--- config.mk ---
export PLATFORM = sky130hd
export DESIGN_NAME = wcv_queue
export DESIGN_NICKNAME = d
export VERILOG_FILES = /design/src/wcv_pkg.sv /design/src/wcv_queue.sv
export SDC_FILE = /design/constraint.sdc
export NUM_CORES = 1
export LEC_CHECK = 0
export BUFFER_PORTS_ARGS = -buffer_cell sky130_fd_sc_hd__buf_4
export CAP_MARGIN = 25
export CORE_ASPECT_RATIO = 1.75
export CORE_MARGIN = 2
export CORE_UTILIZATION = 45
export CTS_BUF_LIST = sky130_fd_sc_hd__clkbuf_8
export CTS_CLUSTER_DIAMETER = 40
export DETAILED_ROUTE_END_ITERATION = 10
export PLACE_DENSITY = 0.77
export REMOVE_ABC_BUFFERS = 1
export SYNTH_ARGS = -nofsm -noshare
export SYNTH_HDL_FRONTEND = slang
export SYNTH_SLANG_ARGS = --single-unit
--- constraint.sdc ---
create_clock -name clk -period 4.25 [get_ports clk]
set_input_delay 0.425 -clock clk [delete_from_list [all_inputs] [get_ports clk]]
set_output_delay 0.425 -clock clk [all_outputs]
set_load 0.01 [all_outputs]
--- src/wcv_pkg.sv ---
`default_nettype none

package wcv_pkg;

  // Pixel and geometry widths
  localparam int PIX_W         = 8;
  localparam int DIM_W         = 9;    // row length / row count registers, input row
  localparam int OROW_W        = 8;    // output row, 0..255
  localparam int HEIGHT_MAX    = 256;
  localparam int MAX_WIDTH_DEF = 256;

  // Kernel
  localparam int KERNEL_SIZE = 3;
  localparam int TAPS        = KERNEL_SIZE * KERNEL_SIZE;
  localparam int WEIGHT_W    = 4;
  localparam int PROD_W      = 12;   // 8-bit unsigned times 4-bit signed
  localparam int SUM_W       = 16;
  localparam int PIX_MAX     = 255;
  localparam logic signed [SUM_W-1:0] SUM_PIX_MAX = SUM_W'(PIX_MAX);

  // Configuration port
  localparam int CFG_IDX_W  = 3;
  localparam int CFG_DATA_W = TAPS * WEIGHT_W;
  localparam logic [CFG_IDX_W-1:0] REG_IMG_COLS       = 3'd0;
  localparam logic [CFG_IDX_W-1:0] REG_IMG_ROWS       = 3'd1;
  localparam logic [CFG_IDX_W-1:0] REG_KERNEL_WEIGHTS = 3'd2;
  localparam logic [CFG_IDX_W-1:0] REG_CLAMP_ENABLE   = 3'd3;

  localparam logic [DIM_W-1:0]      RST_IMG_COLS       = 9'd256;
  localparam logic [DIM_W-1:0]      RST_IMG_ROWS       = 9'd256;
  localparam logic [CFG_DATA_W-1:0] RST_KERNEL_WEIGHTS = 36'h111111111;

  // Input kind carried in tuser
  localparam logic ACT_PIXEL = 1'b0;

  // Row slots: rows rotate through three stores by row number modulo 3
  localparam int NUM_SLOTS = 3;
  typedef logic [1:0] slot_t;

  // Queue between front and back
  localparam int QUEUE_DEPTH = 4;
  localparam int QPTR_W      = $clog2(QUEUE_DEPTH);
  localparam int QCNT_W      = $clog2(QUEUE_DEPTH + 1);

  typedef logic [PIX_W-1:0] pix_t;

  // One queued job: centre and right columns of the window, top row first
  typedef struct packed {
    pix_t [KERNEL_SIZE-1:0] mid_col;
    pix_t [KERNEL_SIZE-1:0] right_col;
    logic                   first_col;
    logic                   end_of_row;
    logic                   end_of_frame;
  } col_pair_t;

  function automatic slot_t slot_inc(slot_t s);
    slot_t r;
    r = (s == slot_t'(NUM_SLOTS - 1)) ? slot_t'(0) : s + slot_t'(1);
    return r;
  endfunction

  function automatic slot_t slot_dec(slot_t s);
    slot_t r;
    r = (s == slot_t'(0)) ? slot_t'(NUM_SLOTS - 1) : s - slot_t'(1);
    return r;
  endfunction

endpackage

`default_nettype wire

--- src/wcv_queue.sv ---
`default_nettype none

module wcv_queue (
  input  wire logic                        clk,
  input  wire logic                        rst,
  input  wire logic                        push_valid,
  input  wire wcv_pkg::col_pair_t          push_entry,
  output logic [wcv_pkg::QCNT_W-1:0]       count,
  output logic                             pop_valid,
  output wcv_pkg::col_pair_t               pop_entry,
  input  wire logic                        pop_ready
);

  wcv_pkg::col_pair_t               slots [wcv_pkg::QUEUE_DEPTH];
  logic [wcv_pkg::QPTR_W-1:0]       wr_ptr, rd_ptr;
  logic                             pop;

  assign pop_valid = (count != '0);
  assign pop       = pop_valid && pop_ready;
  assign pop_entry = slots[rd_ptr];

  // Pointers and fill count; the front never pushes into a full queue
  always_ff @(posedge clk) begin
    if (rst) begin
      wr_ptr <= '0;
      rd_ptr <= '0;
      count  <= '0;
    end else begin
      if (push_valid) begin
        wr_ptr <= (wr_ptr == wcv_pkg::QPTR_W'(wcv_pkg::QUEUE_DEPTH - 1))
                  ? '0 : wr_ptr + wcv_pkg::QPTR_W'(1);
      end
      if (pop) begin
        rd_ptr <= (rd_ptr == wcv_pkg::QPTR_W'(wcv_pkg::QUEUE_DEPTH - 1))
                  ? '0 : rd_ptr + wcv_pkg::QPTR_W'(1);
      end
      count <= count + wcv_pkg::QCNT_W'(push_valid) - wcv_pkg::QCNT_W'(pop);
    end
  end

  always_ff @(posedge clk) begin
    if (push_valid) begin
      slots[wr_ptr] <= push_entry;
    end
  end

endmodule

`default_nettype wire

==> results.json <==
{
  "path_clk_slew_ns": 0.07,
  "clk_latency_ns": 0.53,
  "hpwl_mm": 8.22,
  "hold_viol": 0,
  "yosys_warnings": 0,
  "synth.top_cell.area_share_pct": 77.7,
  "p_leak_nw": 3.31,
  "synth_top_family_by_area": "multiplexers",
  "r2r_setup_slack_ns": 2.16,
  "endpoint": "pop_entry[45]",
  "power_frac_seq_pct": 47.7,
  "netlist_area_um2": 7880,
  "dr_total_vias": 3516,
  "pwr-share-clk_pct": 33.0,
  "cts.sinks": 213,
  "grt_use_met1_pct": 15.4,
  "rr_worst_depth": 4,
  "place_area_um2": 8910,
  "cap_violations": 0,
  "root_buffer": "clkbuf_8",
  "ys_ff_latch": 213,
  "synth_area_leaders": "edfxtp_1, mux4_2, dfxtp_1",
  "cts_resized": 0,
  "cp-start-kind": "register",
  "crit_family": "flip-flops",
  "wl_mm": 13.6,
  "synthAdderAreaFrac_pct": 1.36,
  "syn_to_final_growth_pct": 22.4,
  "io_buffers": 109,
  "r2r_start": "wr_ptr[0]",
  "r2r-end": "slots[2][19]",
  "dpl_worst_slack_ns": 1.87,
  "synth_xor_area_share_pct": 0.286,
  "final_layout_size_suffix_gt1_share_pct": 47.0,
  "ant_nets": 0,
  "fmax_mhz": 382,
  "timing.final.ws_setup_ns": 1.63,
  "fin_crit_sh_pct": 61.6,
  "nNetsFinal": 509,
  "initial_core_util_pct": 45.6,
  "synth_mux_area_share_pct": 15.0,
  "stdcell_area_um2": 9650,
  "p_comb_share_pct": 19.3,
  "met3_usage_pct": 3.42,
  "period_minus_slack_ns": 2.62,
  "busiest_layer": "met2",
  "path_class": "register to primary output",
  "ys_seq_area_share_pct": 80.0,
  "grt_pass1_vias": 3766,
  "h-tree-depth": 1,
  "cp_cell_sequence": "buf_16, mux4_1, buf_4",
  "p_sw_mw": 1.23,
  "status": "completed",
  "clockBufferDepth": 3,
  "power.internal_mw": 4.00,
  "placement_rows": 64,
  "drc": 0,
  "place.gp.congestion": 0.698,
  "grt_pass1_wl_mm": 20.3,
  "synthCells": 311,
  "numCtsBuffers": 28,
  "wl_per_cell_um": 19.4,
  "timing.setup.tns_ns": 0,
  "syn_avg_cell_area_um2": 25.3,
  "overflow": 0,
  "cp.required_ns": 3.83,
  "dieHeight_um": 179,
  "antenna_found_initial": 0,
  "grt_max_degree": 52,
  "cts_setup_buffers": 0,
  "cp_max_fo": 32,
  "hold_class": "input pin to register",
  "critPathMaxStageDelay_ns": 0.62,
  "holdBufCountCts": 0,
  "core_um2": 17300,
  "swShare_pct": 23.5,
  "cp.depth": 3,
  "pwr_density_cell_nw_per_um2": 541,
  "cts_tree": "yes",
  "path_buf_inv": 2,
  "ys_types": 24,
  "dr.pass1.iters": 4,
  "finalClockSkew_ns": 0.0114,
  "worst_path_max_delay_cell": "dfxtp_4",
  "viasPerCell": 5.03,
  "worstMarginPinSlew_ns": 0.969,
  "die_area_um2": 18600,
  "dr.first_iter.drc_count": 168,
  "grt_use_met2_pct": 26.5,
  "cp.arrival_ns": 2.19,
  "rsz0062_at_grt": "no",
  "setup.worst_path.end_class": "primary output",
  "ios": 110,
  "slew_headroom_pct": 35.4,
  "grt_use_total_pct": 14.3,
  "die_w_um": 104,
  "num_antenna_cells": 0,
  "power.total_mw": 5.22,
  "vdd_drop_max_mv": 0.309,
  "synth_compound_area_share_pct": 0.175,
  "yosysTopAreaCell": "edfxtp_1",
  "slew_viol_final": 0,
  "setup_viol_count_final": 0,
  "synthSimpleGateAreaFrac_pct": 1.11,
  "final_core_util_pct": 55.8
}
## synthesized netlist by cell type
cell type  number
and2_1          4
or3b_2          1
fa_1            1
buf_6           1
nand2b_1        3
clkbuf_1        1
buf_1           1
inv_1           5
buf_2           5
xnor3_1         1
edfxtp_1      204
a21oi_1         1
nor2_1          3
mux4_2         50
buf_12          5
nor2b_1         2
mux2_2          1
mux4_1          1
dfxtp_1         9
or3_1           1
ha_1            7
nor3_1          1
o31a_1          1
mux2i_1         2
## through the flow
step / std cells / hold slack (ns)
detailed placement: 644 / 0.504
finish: 699 / 0.0948
CTS: 696 / 0.0538
global route: 699 / 0.0524
floorplan: 298 / 0.467
global placement: 643 / 0.478
## state kept, by name, indices dropped and copies added (netlist names), named ones only
signal,flops
count,3
rd_ptr,2
slots,204
wr_ptr,2
## how the worst min path moves through the flow
stage / cells after the start / to / start / slack [ns]
2_1_floorplan: 2 / register / rd_ptr[1] / 0.47
3_3_place_gp: 2 / register / rd_ptr[1] / 0.48
3_5_place_dp: 2 / register / rd_ptr[1] / 0.50
4_1_cts: 1 / slots[1][5] / push_entry[5] / 0.05
5_1_grt: 1 / slots[0][24] / push_entry[24] / 0.05
6_report: 1 / slots[1][5] / push_entry[5] / 0.09
## power groups by stage
stage	Combinational, mW	Sequential [mW]	Clock, mW
after floorplan	0.515	2.58	0
after global placement	0.892	2.61	0
after detailed placement	0.914	2.63	0
after CTS	0.916	2.58	1.78
after global routing	1.08	2.51	1.86
final	1.01	2.49	1.73
## cells by family (layout without fill, tap and decap cells)
logic type	after synthesis	after routing
AOI/OAI and AO/OA	2	2
xor gates and xnor gates	1	1
buffers and inverters	18	175
and+or+nand+nor	15	15
DFF	213	213
adders and majority gates	8	8
muxes	54	54
## cells in the final DEF, fill, tap and decap left out, drive strengths merged, types with 2 or more instances in the layout
cell type,instances
edfxtp,204
bufinv,5
buf,118
mux4,51
inv,9
clkinv,10
mux2i,2
dfxtp,9
nor2,3
clkbuf,32
nand2b,3
ha,7
and2,4
nor2b,2
## area by class of cell
cell class / instances / area, um^2
well taps: 231 / 289
fillers: 1319 / 7640
clock inverters: 20 / 221
repair buffers: 118 / 951
clock buffers: 32 / 440
inverters: 5 / 18.8
multi-input cells: 80 / 1420
flip-flops and latches: 213 / 6310
## layer usage
layer	wire length (um)	vias to the layer above
li1	-	1582
met1	4870	1800
met2	7560	108
met3	739	26
met4	403	0
met5	0	-
Power figures use the tool's default switching activity.
