<file path="config.mk">
export PLATFORM = sky130hd
export DESIGN_NAME = wcv_back
export DESIGN_NICKNAME = d
export VERILOG_FILES = /design/src/wcv_pkg.sv /design/src/wcv_back.sv
export SDC_FILE = /design/constraint.sdc
export NUM_CORES = 1
export LEC_CHECK = 0
export ABC_AREA = 1
export ABC_CLOCK_PERIOD_IN_PS = 7700
export BUFFER_PORTS_ARGS = -buffer_cell sky130_fd_sc_hd__buf_4
export CAP_MARGIN = 20
export CORE_ASPECT_RATIO = 0.9
export CORE_MARGIN = 2
export CORE_UTILIZATION = 60
export DETAILED_ROUTE_END_ITERATION = 10
export MAX_ROUTING_LAYER = met4
export PLACE_DENSITY = 0.83
export SLEW_MARGIN = 40
export SYNTH_ARGS = -nofsm -noshare
export SYNTH_HDL_FRONTEND = slang
export SYNTH_SLANG_ARGS = --single-unit
</file>
<file path="constraint.sdc">
create_clock -name clk -period 7.7 [get_ports clk]
set_clock_uncertainty 0.1 [all_clocks]
set_input_delay 0.385 -clock clk [delete_from_list [all_inputs] [get_ports clk]]
set_output_delay 0.385 -clock clk [all_outputs]
set_load 0.02 [all_outputs]
</file>
<file path="src/wcv_pkg.sv">
`default_nettype none

package wcv_pkg;

  // Pixel and geometry widths
  localparam int PIX_W         = 8;
  localparam int DIM_W         = 9;    // row length / row count registers, input row
  localparam int OROW_W        = 8;    // output row, 0..255
  localparam int HEIGHT_MAX    = 256;
  localparam int MAX_WIDTH_DEF = 256;

  // Kernel
  localparam int KERNEL_SIZE = 3;
  localparam int TAPS        = KERNEL_SIZE * KERNEL_SIZE;
  localparam int WEIGHT_W    = 4;
  localparam int PROD_W      = 12;   // 8-bit unsigned times 4-bit signed
  localparam int SUM_W       = 16;
  localparam int PIX_MAX     = 255;
  localparam logic signed [SUM_W-1:0] SUM_PIX_MAX = SUM_W'(PIX_MAX);

  // Configuration port
  localparam int CFG_IDX_W  = 3;
  localparam int CFG_DATA_W = TAPS * WEIGHT_W;
  localparam logic [CFG_IDX_W-1:0] REG_IMG_COLS       = 3'd0;
  localparam logic [CFG_IDX_W-1:0] REG_IMG_ROWS       = 3'd1;
  localparam logic [CFG_IDX_W-1:0] REG_KERNEL_WEIGHTS = 3'd2;
  localparam logic [CFG_IDX_W-1:0] REG_CLAMP_ENABLE   = 3'd3;

  localparam logic [DIM_W-1:0]      RST_IMG_COLS       = 9'd256;
  localparam logic [DIM_W-1:0]      RST_IMG_ROWS       = 9'd256;
  localparam logic [CFG_DATA_W-1:0] RST_KERNEL_WEIGHTS = 36'h111111111;

  // Input kind carried in tuser
  localparam logic ACT_PIXEL = 1'b0;

  // Row slots: rows rotate through three stores by row number modulo 3
  localparam int NUM_SLOTS = 3;
  typedef logic [1:0] slot_t;

  // Queue between front and back
  localparam int QUEUE_DEPTH = 4;
  localparam int QPTR_W      = $clog2(QUEUE_DEPTH);
  localparam int QCNT_W      = $clog2(QUEUE_DEPTH + 1);

  typedef logic [PIX_W-1:0] pix_t;

  // One queued job: centre and right columns of the window, top row first
  typedef struct packed {
    pix_t [KERNEL_SIZE-1:0] mid_col;
    pix_t [KERNEL_SIZE-1:0] right_col;
    logic                   first_col;
    logic                   end_of_row;
    logic                   end_of_frame;
  } col_pair_t;

  function automatic slot_t slot_inc(slot_t s);
    slot_t r;
    r = (s == slot_t'(NUM_SLOTS - 1)) ? slot_t'(0) : s + slot_t'(1);
    return r;
  endfunction

  function automatic slot_t slot_dec(slot_t s);
    slot_t r;
    r = (s == slot_t'(0)) ? slot_t'(NUM_SLOTS - 1) : s - slot_t'(1);
    return r;
  endfunction

endpackage

`default_nettype wire

</file>
<file path="src/wcv_back.sv">
`default_nettype none

module wcv_back (
  input  wire logic                               clk,
  input  wire logic                               rst,
  input  wire logic [wcv_pkg::CFG_DATA_W-1:0]     kernel_weights,
  input  wire logic                               clamp_enable,
  input  wire logic                               q_valid,
  input  wire wcv_pkg::col_pair_t                 q_entry,
  output logic                                    q_ready,
  output logic                                    out_valid,
  input  wire logic                               out_ready,
  output logic signed [wcv_pkg::SUM_W-1:0]        out_value,
  output logic                                    out_eor,
  output logic                                    out_eof
);

  localparam int KS = wcv_pkg::KERNEL_SIZE;

  wcv_pkg::pix_t                       window    [wcv_pkg::TAPS];
  wcv_pkg::pix_t                       prev_mid  [KS];
  logic signed [wcv_pkg::WEIGHT_W-1:0] wgt       [wcv_pkg::TAPS];
  logic signed [wcv_pkg::PROD_W-1:0]   prod_next [wcv_pkg::TAPS];
  logic signed [wcv_pkg::PROD_W-1:0]   s1_prod   [wcv_pkg::TAPS];
  logic                                s1_valid, s1_eor, s1_eof;
  logic signed [wcv_pkg::SUM_W-1:0]    sum, result;
  logic                                s2_load, pop;

  // Stage handshakes
  assign s2_load = !out_valid || out_ready;
  assign q_ready = !s1_valid || s2_load;
  assign pop     = q_valid && q_ready;

  // Window: left column is the previous centre, or the centre again at a row start
  always_comb begin
    for (int i = 0; i < KS; i++) begin
      window[KS*i]     = q_entry.first_col ? q_entry.mid_col[i] : prev_mid[i];
      window[KS*i + 1] = q_entry.mid_col[i];
      window[KS*i + 2] = q_entry.right_col[i];
    end
    for (int m = 0; m < wcv_pkg::TAPS; m++) begin
      wgt[m]       = $signed(kernel_weights[wcv_pkg::WEIGHT_W*m +: wcv_pkg::WEIGHT_W]);
      prod_next[m] = wcv_pkg::PROD_W'($signed({1'b0, window[m]}))
                   * wcv_pkg::PROD_W'(wgt[m]);
    end
  end

  // Product stage
  always_ff @(posedge clk) begin
    if (rst) begin
      s1_valid <= 1'b0;
    end else if (q_ready) begin
      s1_valid <= q_valid;
    end
  end

  always_ff @(posedge clk) begin
    if (pop) begin
      s1_prod <= prod_next;
      s1_eor  <= q_entry.end_of_row;
      s1_eof  <= q_entry.end_of_frame;
      for (int i = 0; i < KS; i++) begin
        prev_mid[i] <= q_entry.mid_col[i];
      end
    end
  end

  // Sum and optional clamp to the pixel range
  always_comb begin
    sum = '0;
    for (int m = 0; m < wcv_pkg::TAPS; m++) begin
      sum = sum + wcv_pkg::SUM_W'(s1_prod[m]);
    end
    result = sum;
    if (clamp_enable) begin
      if (sum[wcv_pkg::SUM_W-1]) begin
        result = '0;
      end else if (sum > wcv_pkg::SUM_PIX_MAX) begin
        result = wcv_pkg::SUM_PIX_MAX;
      end
    end
  end

  // Output register
  always_ff @(posedge clk) begin
    if (rst) begin
      out_valid <= 1'b0;
    end else if (s2_load) begin
      out_valid <= s1_valid;
    end
  end

  always_ff @(posedge clk) begin
    if (s2_load && s1_valid) begin
      out_value <= result;
      out_eor   <= s1_eor;
      out_eof   <= s1_eof;
    end
  end

endmodule

`default_nettype wire

</file>
==> impl_metrics.ini, run 1 <==
[sta]
final_max_slew_viol_count = 0
fin_crit_ns = 4.79
finalHoldViolations = 0
grt_setup_unrepaired = false
relSlewSlack = 0.492
fin_setup_tns_ns = 0
layout_setup_ws_ns = 2.91
setup_violations = 0
fin_crit_sh = 0.622
worstMarginPinSlew_ns = 0.762
fmax_mhz = 209
whs_ns = 0.0225

[grt]
grt_util_all_layers = 0.271
grt_max_degree = 82
overflow = 0
antenna_found_initial = 0
grt_pass1_wl_mm = 61.0
grt_pass1_vias = 12801

[die]
rows = 58
dieArea_sq_um = 29600
fp.dieH_microns = 163
io_pins = 112
die_x_microns = 181
core_area_sq_um = 27900
start_util = 0.608

[detailed_routing]
drc = 0
dr_total_vias = 12084
drtIter0Drc = 728
routed.top_layer = met4
dr.pass1.iters = 5
vias_per_cell = 5.18
ant_nets = 0
wl_per_cell_microns = 15.6
wl_met3_mm = 1.79
wl_met2_mm = 18.3
wirelength_mm = 36.3
drt-met1-wl_mm = 14.6

[finish]
drive_gt1_frac = 0.0902
fillCellCount = 2135
final_cells = 2334
final_common_cell = inv_1
area_delta_synth_final_pct = 10.9
n_antenna_cell = 0
final_cell_mix = 487 x inv_1, 404 x nand2_1, 223 x ha_1
fin_nets = 2480

[synth]
synth_nets = 2376
synth_cell_types = 27
synthesis.instances = 1857
yosys_warnings = 0
synth_area_sq_um = 16900
ys_seq_area_frac = 0.272
synth.avg_cell_area_sq_um = 9.12
ys_ff_latch = 154

[clock_network]
cts_resized = 0
ctsRootBufferMaster = clkbuf_16
cts_tree = done
clk_pin_slew_ns = 0.07
cts_buffers = 17
cts_max_level = 4
clock-sinks = 154
clock_path_buffers = 2
clock_latency_ns = 0.44

[placement]
place_ws_ns = 2.99
io_buffers = 111
dp_cells = 2301
hpwl_mm = 30.0
gp_congestion = 0.913

[job]
cap_violations = 0

[setup_path]
cp_max_fo = 8
critPathRequiredTime_ns = 7.77
crit_type = reg2reg
start_kind = flop
cp.arrival_ns = 4.86
worst_setup_path_end_kind = flop

[status]
status = finished, final reports clean

[worst_hold_path]
hold_class = in2reg
==> registers in the layout, indices dropped and copies added (netlist names) <==
name       cells
s1_valid       1
out_value     16
out_valid      1
prev_mid      24
s1_prod      108
s1_eor         1
out_eor        1
s1_eof         1
out_eof        1
==> Yosys cell counts <==
cell,count,share of area
buf_1,2,0.00044
a21boi_0,8,0.0035
nand3_1,24,0.0071
nor2_2,1,0.00037
nand3_2,2,0.0012
and2_1,8,0.0030
buf_2,2,0.00059
a21o_1,1,0.00044
mux2i_1,1,0.00059
nor2_1,118,0.026
edfxtp_1,152,0.27
nand4_1,4,0.0015
or2_2,22,0.0081
a21oi_1,48,0.014
nand2_2,6,0.0022
o21ai_0,33,0.0098
xor2_1,48,0.025
clkbuf_1,25,0.0055
nand2_4,1,0.00066
inv_1,488,0.11
dfxtp_1,2,0.0024
fa_1,204,0.24
nor3_4,1,0.00096
xnor2_1,21,0.011
o21ai_1,8,0.0024
nand2_1,404,0.090
ha_1,223,0.16
==> final timing paths <==
check / from / end / slack [ns] / depth (start not counted)
worst max register to register: s1_prod[38] / out_value[0] / 2.91 / 17
worst min register to register: s1_eof / out_eof / 0.33 / 0
worst min-delay path: q_entry[1] / s1_eor / 0.02 / 1
worst max-delay path: s1_prod[38] / out_value[0] / 2.91 / 17
==> cells by family after synthesis <==
group / after synthesis / share of synthesized area
DFF: 154 / 0.272
xor gates and xnor gates: 69 / 0.0357
muxes: 1 / 0.000591
buffers and inverters: 517 / 0.115
and+or+nand+nor: 591 / 0.141
AOI/OAI and AO/OA: 98 / 0.0303
adders and majority gates: 427 / 0.406
==> timing repair <==
item                                   CTS  global route
buffers inserted                         0             0
hold buffers                             1             0
endpoints found under the hold margin    2             0
==> layer usage <==
| metal | vias to the layer above | global-route usage |
|---|---|---|
| met5 | - | - |
| met1 | 5826 | 0.315 |
| met2 | 348 | 0.468 |
| met4 | 0 | 0.115 |
| met3 | 97 | 0.0508 |
| li1 | 5813 | - |
==> through the flow <==
stage           util  cell area (sq um)
2_1_floorplan      -              16900
3_5_place_dp   0.650              18100
4_1_cts        0.674              18800
6_report       0.674              18800
3_3_place_gp   0.650              18100
5_1_grt        0.674              18800
==> worst max-delay path, stage by stage, from the launching register on <==
cell and delay (ns):
edfxtp_1 0.41, fa_1 0.54, fa_1 0.54, fa_1 0.51, inv_1 0.06, fa_1 0.48
inv_1 0.05, ha_1 0.22, fa_1 0.49, nand3_1 0.12, nand3_2 0.11, a21oi_1 0.20
xor2_1 0.22, nand2_1 0.07, nor2_1 0.11, nand2_2 0.08, nand2_4 0.09, a21oi_1 0.09
==> cell type report <==
class / count / area, sq um / share of cell area
clock inverter: 15 / 210 / 0.0112
tap: 360 / 450 / 0.0240
timing repair buffer: 114 / 862 / 0.0459
inverter: 488 / 1830 / 0.0977
clock buffer: 17 / 425 / 0.0227
multi-input combinational: 1186 / 10400 / 0.553
sequential: 154 / 4600 / 0.245
Power of run 1 is not shown: default switching activity piles up to over one toggle a cycle in this logic, so the estimate is an artifact.
==> run 2, diff against run 1 <==
--- a/config.mk
+++ b/config.mk
@@ -6,12 +6,12 @@
 export NUM_CORES = 1
 export LEC_CHECK = 0
 export ABC_AREA = 1
-export ABC_CLOCK_PERIOD_IN_PS = 7700
+export ABC_CLOCK_PERIOD_IN_PS = 4000
 export BUFFER_PORTS_ARGS = -buffer_cell sky130_fd_sc_hd__buf_4
 export CAP_MARGIN = 20
 export CORE_ASPECT_RATIO = 0.9
 export CORE_MARGIN = 2
-export CORE_UTILIZATION = 60
+export CORE_UTILIZATION = 57
 export DETAILED_ROUTE_END_ITERATION = 10
 export MAX_ROUTING_LAYER = met4
 export PLACE_DENSITY = 0.83
==> constraint.sdc (replaced) <==
create_clock -name clk -period 4 [get_ports clk]
set_clock_uncertainty 0.1 [all_clocks]
set_input_delay 0.2 -clock clk [delete_from_list [all_inputs] [get_ports clk]]
set_output_delay 0.2 -clock clk [all_outputs]
set_load 0.02 [all_outputs]
==> run 2 against run 1 <==
  * The run now ends with setup timing left
  * Via count grew 6.9%
  * Non-clock buffer count increased by 126
  * Final cell count rose by 6.9%
  * Design area grew 8.5%
  * Routed wire length is 12% higher
==> impl_metrics.ini, run 2 (same netlist as run 1, synthesis figures left out) <==
[setup_path]
ff2ff_path_depth = 17
start_kind = flop
critPathSlowestCell = fa_2
worst_setup_path_end_kind = flop
reg2reg_from = s1_prod[98]
cp.arrival_ns = 4.58
critPathRequiredTime_ns = 4.08
path_cells = fa_2, fa_2, fa_1, inv_1, fa_1, inv_2, ha_4, fa_2, nand3_2, nand3_4, a21oi_2, xor2_1, nand2_1, nor2_1, nand2_2, nand2_4, a21oi_1
max_stage_delay_ns = 0.60
crit_top_cell = fa_2
crit_type = reg2reg
r2r_setup_slack_ns = -0.50
cp_max_fo = 8
r2r-end = out_value[6]

[clock_network]
cts_buffers = 17
clock-sinks = 154
clock_latency_ns = 0.45
cts_max_level = 4
clock_path_buffers = 2
clk_pin_slew_ns = 0.07
ctsRootBufferMaster = clkbuf_16
cts_tree = done

[detailed_routing]
vias_per_cell = 5.18
drc = 0
dr_total_vias = 12921
wl_met2_mm = 20.4
wl_met3_mm = 2.33
drt-met1-wl_mm = 16.0
wirelength_mm = 40.5
ant_nets = 0
dr.pass1.iters = 5
drtIter0Drc = 968
routed.top_layer = met4
wl_per_cell_microns = 16.2

[finish]
final_common_cell = inv_1
largest_reg_flops = 108
n_antenna_cell = 0
fin_nets = 2606
final_cell_area_sq_um = 20400
top_register = s1_prod
area_delta_synth_final_pct = 20.3
fillCellCount = 2076
drive_gt1_frac = 0.183
final_cell_mix = 471 x inv_1, 382 x nand2_1, 205 x buf_4
reg.largest.list = s1_prod (108), prev_mid (24), out_value (16)

[die]
io_pins = 112
core_area_sq_um = 29100
die_x_microns = 186
dieArea_sq_um = 31100
fp.dieH_microns = 168
rows = 59
start_util = 0.582

[worst_hold_path]
hold_depth = 2
hold_start = clamp_enable
hold_class = in2reg
min_to = out_value[11]

[sta]
fin_crit_sh = 1.12
relSlewSlack = 0.560
finalHoldViolations = 0
fin_setup_tns_ns = -5.09
fin_crit_ns = 4.50
worstMarginPinSlew_ns = 0.660
layout_setup_ws_ns = -0.496
fmax_mhz = 222
setup_violations = 17
whs_ns = 0.0284
final_max_slew_viol_count = 0
grt_setup_unrepaired = true

[grt]
grt_pass1_vias = 13532
grt_max_degree = 65
antenna_found_initial = 0
overflow = 0
grt_pass1_wl_mm = 64.8
grt_util_all_layers = 0.275

[placement]
io_buffers = 111
hpwl_mm = 31.1
gp_congestion = 0.932
place_ws_ns = -0.486
place_area_sq_um = 18800

[status]
status = complete, but fails checks
failed_checks = setup timing

[job]
cap_violations = 0
-- run 2: cell count changes in the layout (fill, tap and decap cells not counted), sizes merged --
cell         previous run  this run
buf                   113       208
bufinv                  3         4
clkbuf                 17        18
clkinv                  6         5
clkinvlp                0         1
dlygate4sd3             1        32
inv                   494       492
-- run 2: area by class of cell --
type                            instances  area [sq um]  area share
Multi-Input combinational cell       1186         10900       0.536
Clock inverter                         14           194     0.00952
Tap cell                              396           495      0.0243
Clock buffer                           18           429      0.0211
Timing Repair Buffer                  240          1900      0.0933
Sequential cell                       154          4600       0.226
Inverter                              488          1840      0.0901
-- run 2: timing repair --
item / CTS / global route
pin swaps: 43 / 43
hold buffers: 32 / 0
gates resized for setup: 77 / 58
endpoints found under the setup margin: 20 / 26
hold endpoints to repair: 31 / 0
buffers inserted: 12 / 6
-- run 2: critical path, delay by kind of cell (launching register included) --
kind / cells / cell delay (ns)
buf+inv: 2 / 0.11
flops: 1 / 0.43
compound gates: 2 / 0.22
fa+ha+maj: 6 / 2.61
simple gates: 6 / 0.56
xor+xnor: 1 / 0.20
-- run 2: metrics by stage --
stage / cells / utilization
floorplan: 1857 / -
global placement: 2420 / 0.647
detailed placement: 2420 / 0.647
CTS: 2493 / 0.693
global route: 2496 / 0.701
finish: 2496 / 0.701
-- run 2: worst max path at each step --
stage           startpoint           end  slack [ns]
2_1_floorplan  s1_prod[98]  out_value[0]       -0.21
3_3_place_gp   s1_prod[46]  out_value[7]       -0.36
3_5_place_dp   s1_prod[98]  out_value[7]       -0.49
4_1_cts         s1_prod[2]  out_value[6]       -0.47
5_1_grt         s1_prod[2]  out_value[6]       -0.69
6_report       s1_prod[98]  out_value[6]       -0.50
-- run 2: metal layers --
layer | GRT usage | vias to the layer above
li1 | - | 6066
met1 | 0.329 | 6277
met2 | 0.473 | 455
met3 | 0.0407 | 123
met4 | 0.103 | 0
met5 | - | -
Power of run 2 is left out for the same reason.
==> run 3, diff against run 2 <==
--- a/config.mk
+++ b/config.mk
@@ -9,9 +9,11 @@
 export ABC_CLOCK_PERIOD_IN_PS = 4000
 export BUFFER_PORTS_ARGS = -buffer_cell sky130_fd_sc_hd__buf_4
 export CAP_MARGIN = 20
+export CELL_PAD_IN_SITES_DETAIL_PLACEMENT = 1
+export CELL_PAD_IN_SITES_GLOBAL_PLACEMENT = 2
 export CORE_ASPECT_RATIO = 0.9
 export CORE_MARGIN = 2
-export CORE_UTILIZATION = 57
+export CORE_UTILIZATION = 36
 export DETAILED_ROUTE_END_ITERATION = 10
 export MAX_ROUTING_LAYER = met4
 export PLACE_DENSITY = 0.83
==> run 3 against run 2 <==
  * Largest cell class unchanged
  * Sequential share of layout area is 0.79 points lower
  * Count of clock-buffer cells in the layout unchanged
  * First-iteration DRC count is 50% lower
  * Die area is 57% higher
  * The flow still finishes with violations (setup timing)
  * Non-clock buffer count increased by 52
==> impl_metrics.ini, run 3 (same netlist as run 1, synthesis figures left out) <==
[finish]
final_common_cell = inv_1
drive_gt1_frac = 0.212
fin_nets = 2658
top_register = s1_prod
final_util = 0.454
largest_reg_flops = 108
final_cell_mix = 472 x inv_1, 374 x nand2_1, 257 x buf_4
reg.largest.list = s1_prod (108), prev_mid (24), out_value (16)
n_antenna_cell = 0
area_delta_synth_final_pct = 24.7
final_cells = 2768

[sta]
worstMarginPinSlew_ns = 0.675
grt_setup_unrepaired = true
relSlewSlack = 0.548
setup_violations = 16
fmax_mhz = 225
layout_setup_ws_ns = -0.449
whs_ns = 0.0206
finalHoldViolations = 0
fin_crit_sh = 1.11
final_max_slew_viol_count = 0
fin_crit_ns = 4.45

[placement]
gp_congestion = 0.858
dp_cells = 2681
place_ws_ns = -0.634
io_buffers = 111
hpwl_mm = 36.5

[setup_path]
cp.arrival_ns = 4.55
crit_type = reg2reg
reg2reg_from = s1_prod[74]
ff2ff_path_depth = 17
critPathRequiredTime_ns = 4.10
critPathSlowestCell = fa_1
start_kind = flop
path_cells = fa_1, fa_1, fa_1, inv_1, fa_1, inv_1, ha_2, fa_2, nand3_2, nand3_4, a21oi_2, xor2_1, nand2_1, nor2_1, nand2_2, nand2_4, a21oi_1
cp_max_fo = 8
max_stage_delay_ns = 0.54
r2r_setup_slack_ns = -0.45
r2r-end = out_value[2]
worst_setup_path_end_kind = flop
crit_top_cell = fa_1

[detailed_routing]
wl_per_cell_microns = 16.0
wirelength_mm = 44.3
drc = 0
ant_nets = 0
dr.pass1.iters = 5
dr_total_vias = 12755
vias_per_cell = 4.61
drtIter0Drc = 487

[die]
fp.dieH_microns = 210
dieArea_sq_um = 48800
core_area_sq_um = 46500
rows = 75
io_pins = 112
die_x_microns = 233
start_util = 0.364

[status]
failed_checks = setup timing
status = complete, but fails checks

[job]
cap_violations = 0

[clock_network]
ctsRootBufferMaster = clkbuf_16
clock_path_buffers = 2
clock_latency_ns = 0.45
clock-sinks = 154
cts_buffers = 17
cts_max_level = 4
clk_pin_slew_ns = 0.07
cts_tree = done

[worst_hold_path]
hold_start = q_entry[3]
hold_depth = 3
min_to = s1_prod[72]
hold_class = in2reg

[grt]
overflow = 0
grt_pass1_wl_mm = 70.8
antenna_found_initial = 0
grt_util_all_layers = 0.191
grt_max_degree = 68
grt_pass1_vias = 13826
## run 3: cell count changes in the layout (fill, tap and decap cells not counted), moves of 5 or more
cell     previous run  this run
a21oi_1            40        31
a21oi_2             7        15
buf_4             205       257
nand2_1           382       374
nand2_4             4         9
nor2_4              2         7
o21ai_1             6        12
## run 3: critical path, delay by kind of cell, from the launching register on
family / cells / cell delay [ns]
AOI/OAI and AO/OA: 2 / 0.22
DFF: 1 / 0.44
buffers and inverters: 2 / 0.09
and+or+nand+nor: 6 / 0.62
adders and majority gates: 6 / 2.51
xor gates and xnor gates: 1 / 0.22
## run 3: final cells by class
| cell class | instances | area (sq um) |
|---|---|---|
| clock buffers | 18 | 439 |
| clock inverters | 14 | 126 |
| fillers | 5445 | 25400 |
| inverters | 488 | 1840 |
| multi-input cells | 1186 | 11000 |
| flip-flops and latches | 154 | 4600 |
| well taps | 616 | 771 |
| repair buffers | 292 | 2290 |
## run 3: worst max-delay path by stage
stage                      from  depth (start not counted)            to  slack, ns
CTS                 s1_prod[98]                         17  out_value[5]      -0.40
global route        s1_prod[98]                         17  out_value[2]      -0.61
global placement     q_entry[2]                         20   s1_prod[35]      -0.50
floorplan           s1_prod[98]                         17  out_value[0]      -0.21
finish              s1_prod[74]                         17  out_value[2]      -0.45
detailed placement   q_entry[2]                         21   s1_prod[71]      -0.63
## run 3: metal layers
metal,share of wire,track usage,vias up
met1,0.44,0.236,6404
li1,-,-,6167
met4,0.017,0.0411,0
met3,0.020,0.0224,41
met5,0,-,-
met2,0.52,0.335,143
## run 3: metrics by stage
stage               setup TNS, ns  area (sq um)
floorplan                   -1.65         17000
global placement            -6.24         19400
detailed placement          -8.81         19400
CTS                         -4.01         20700
global route                -7.08         21100
finish                      -4.42         21100
## run 3: timing repair
action                                  CTS  global route
setup buffers                            13            12
pin swaps                                40            50
gates resized for setup                  65           100
endpoints found under the hold margin    31             0
endpoints found under the setup margin   24            29
hold buffers                             33             0
Power of run 3 is left out for the same reason.
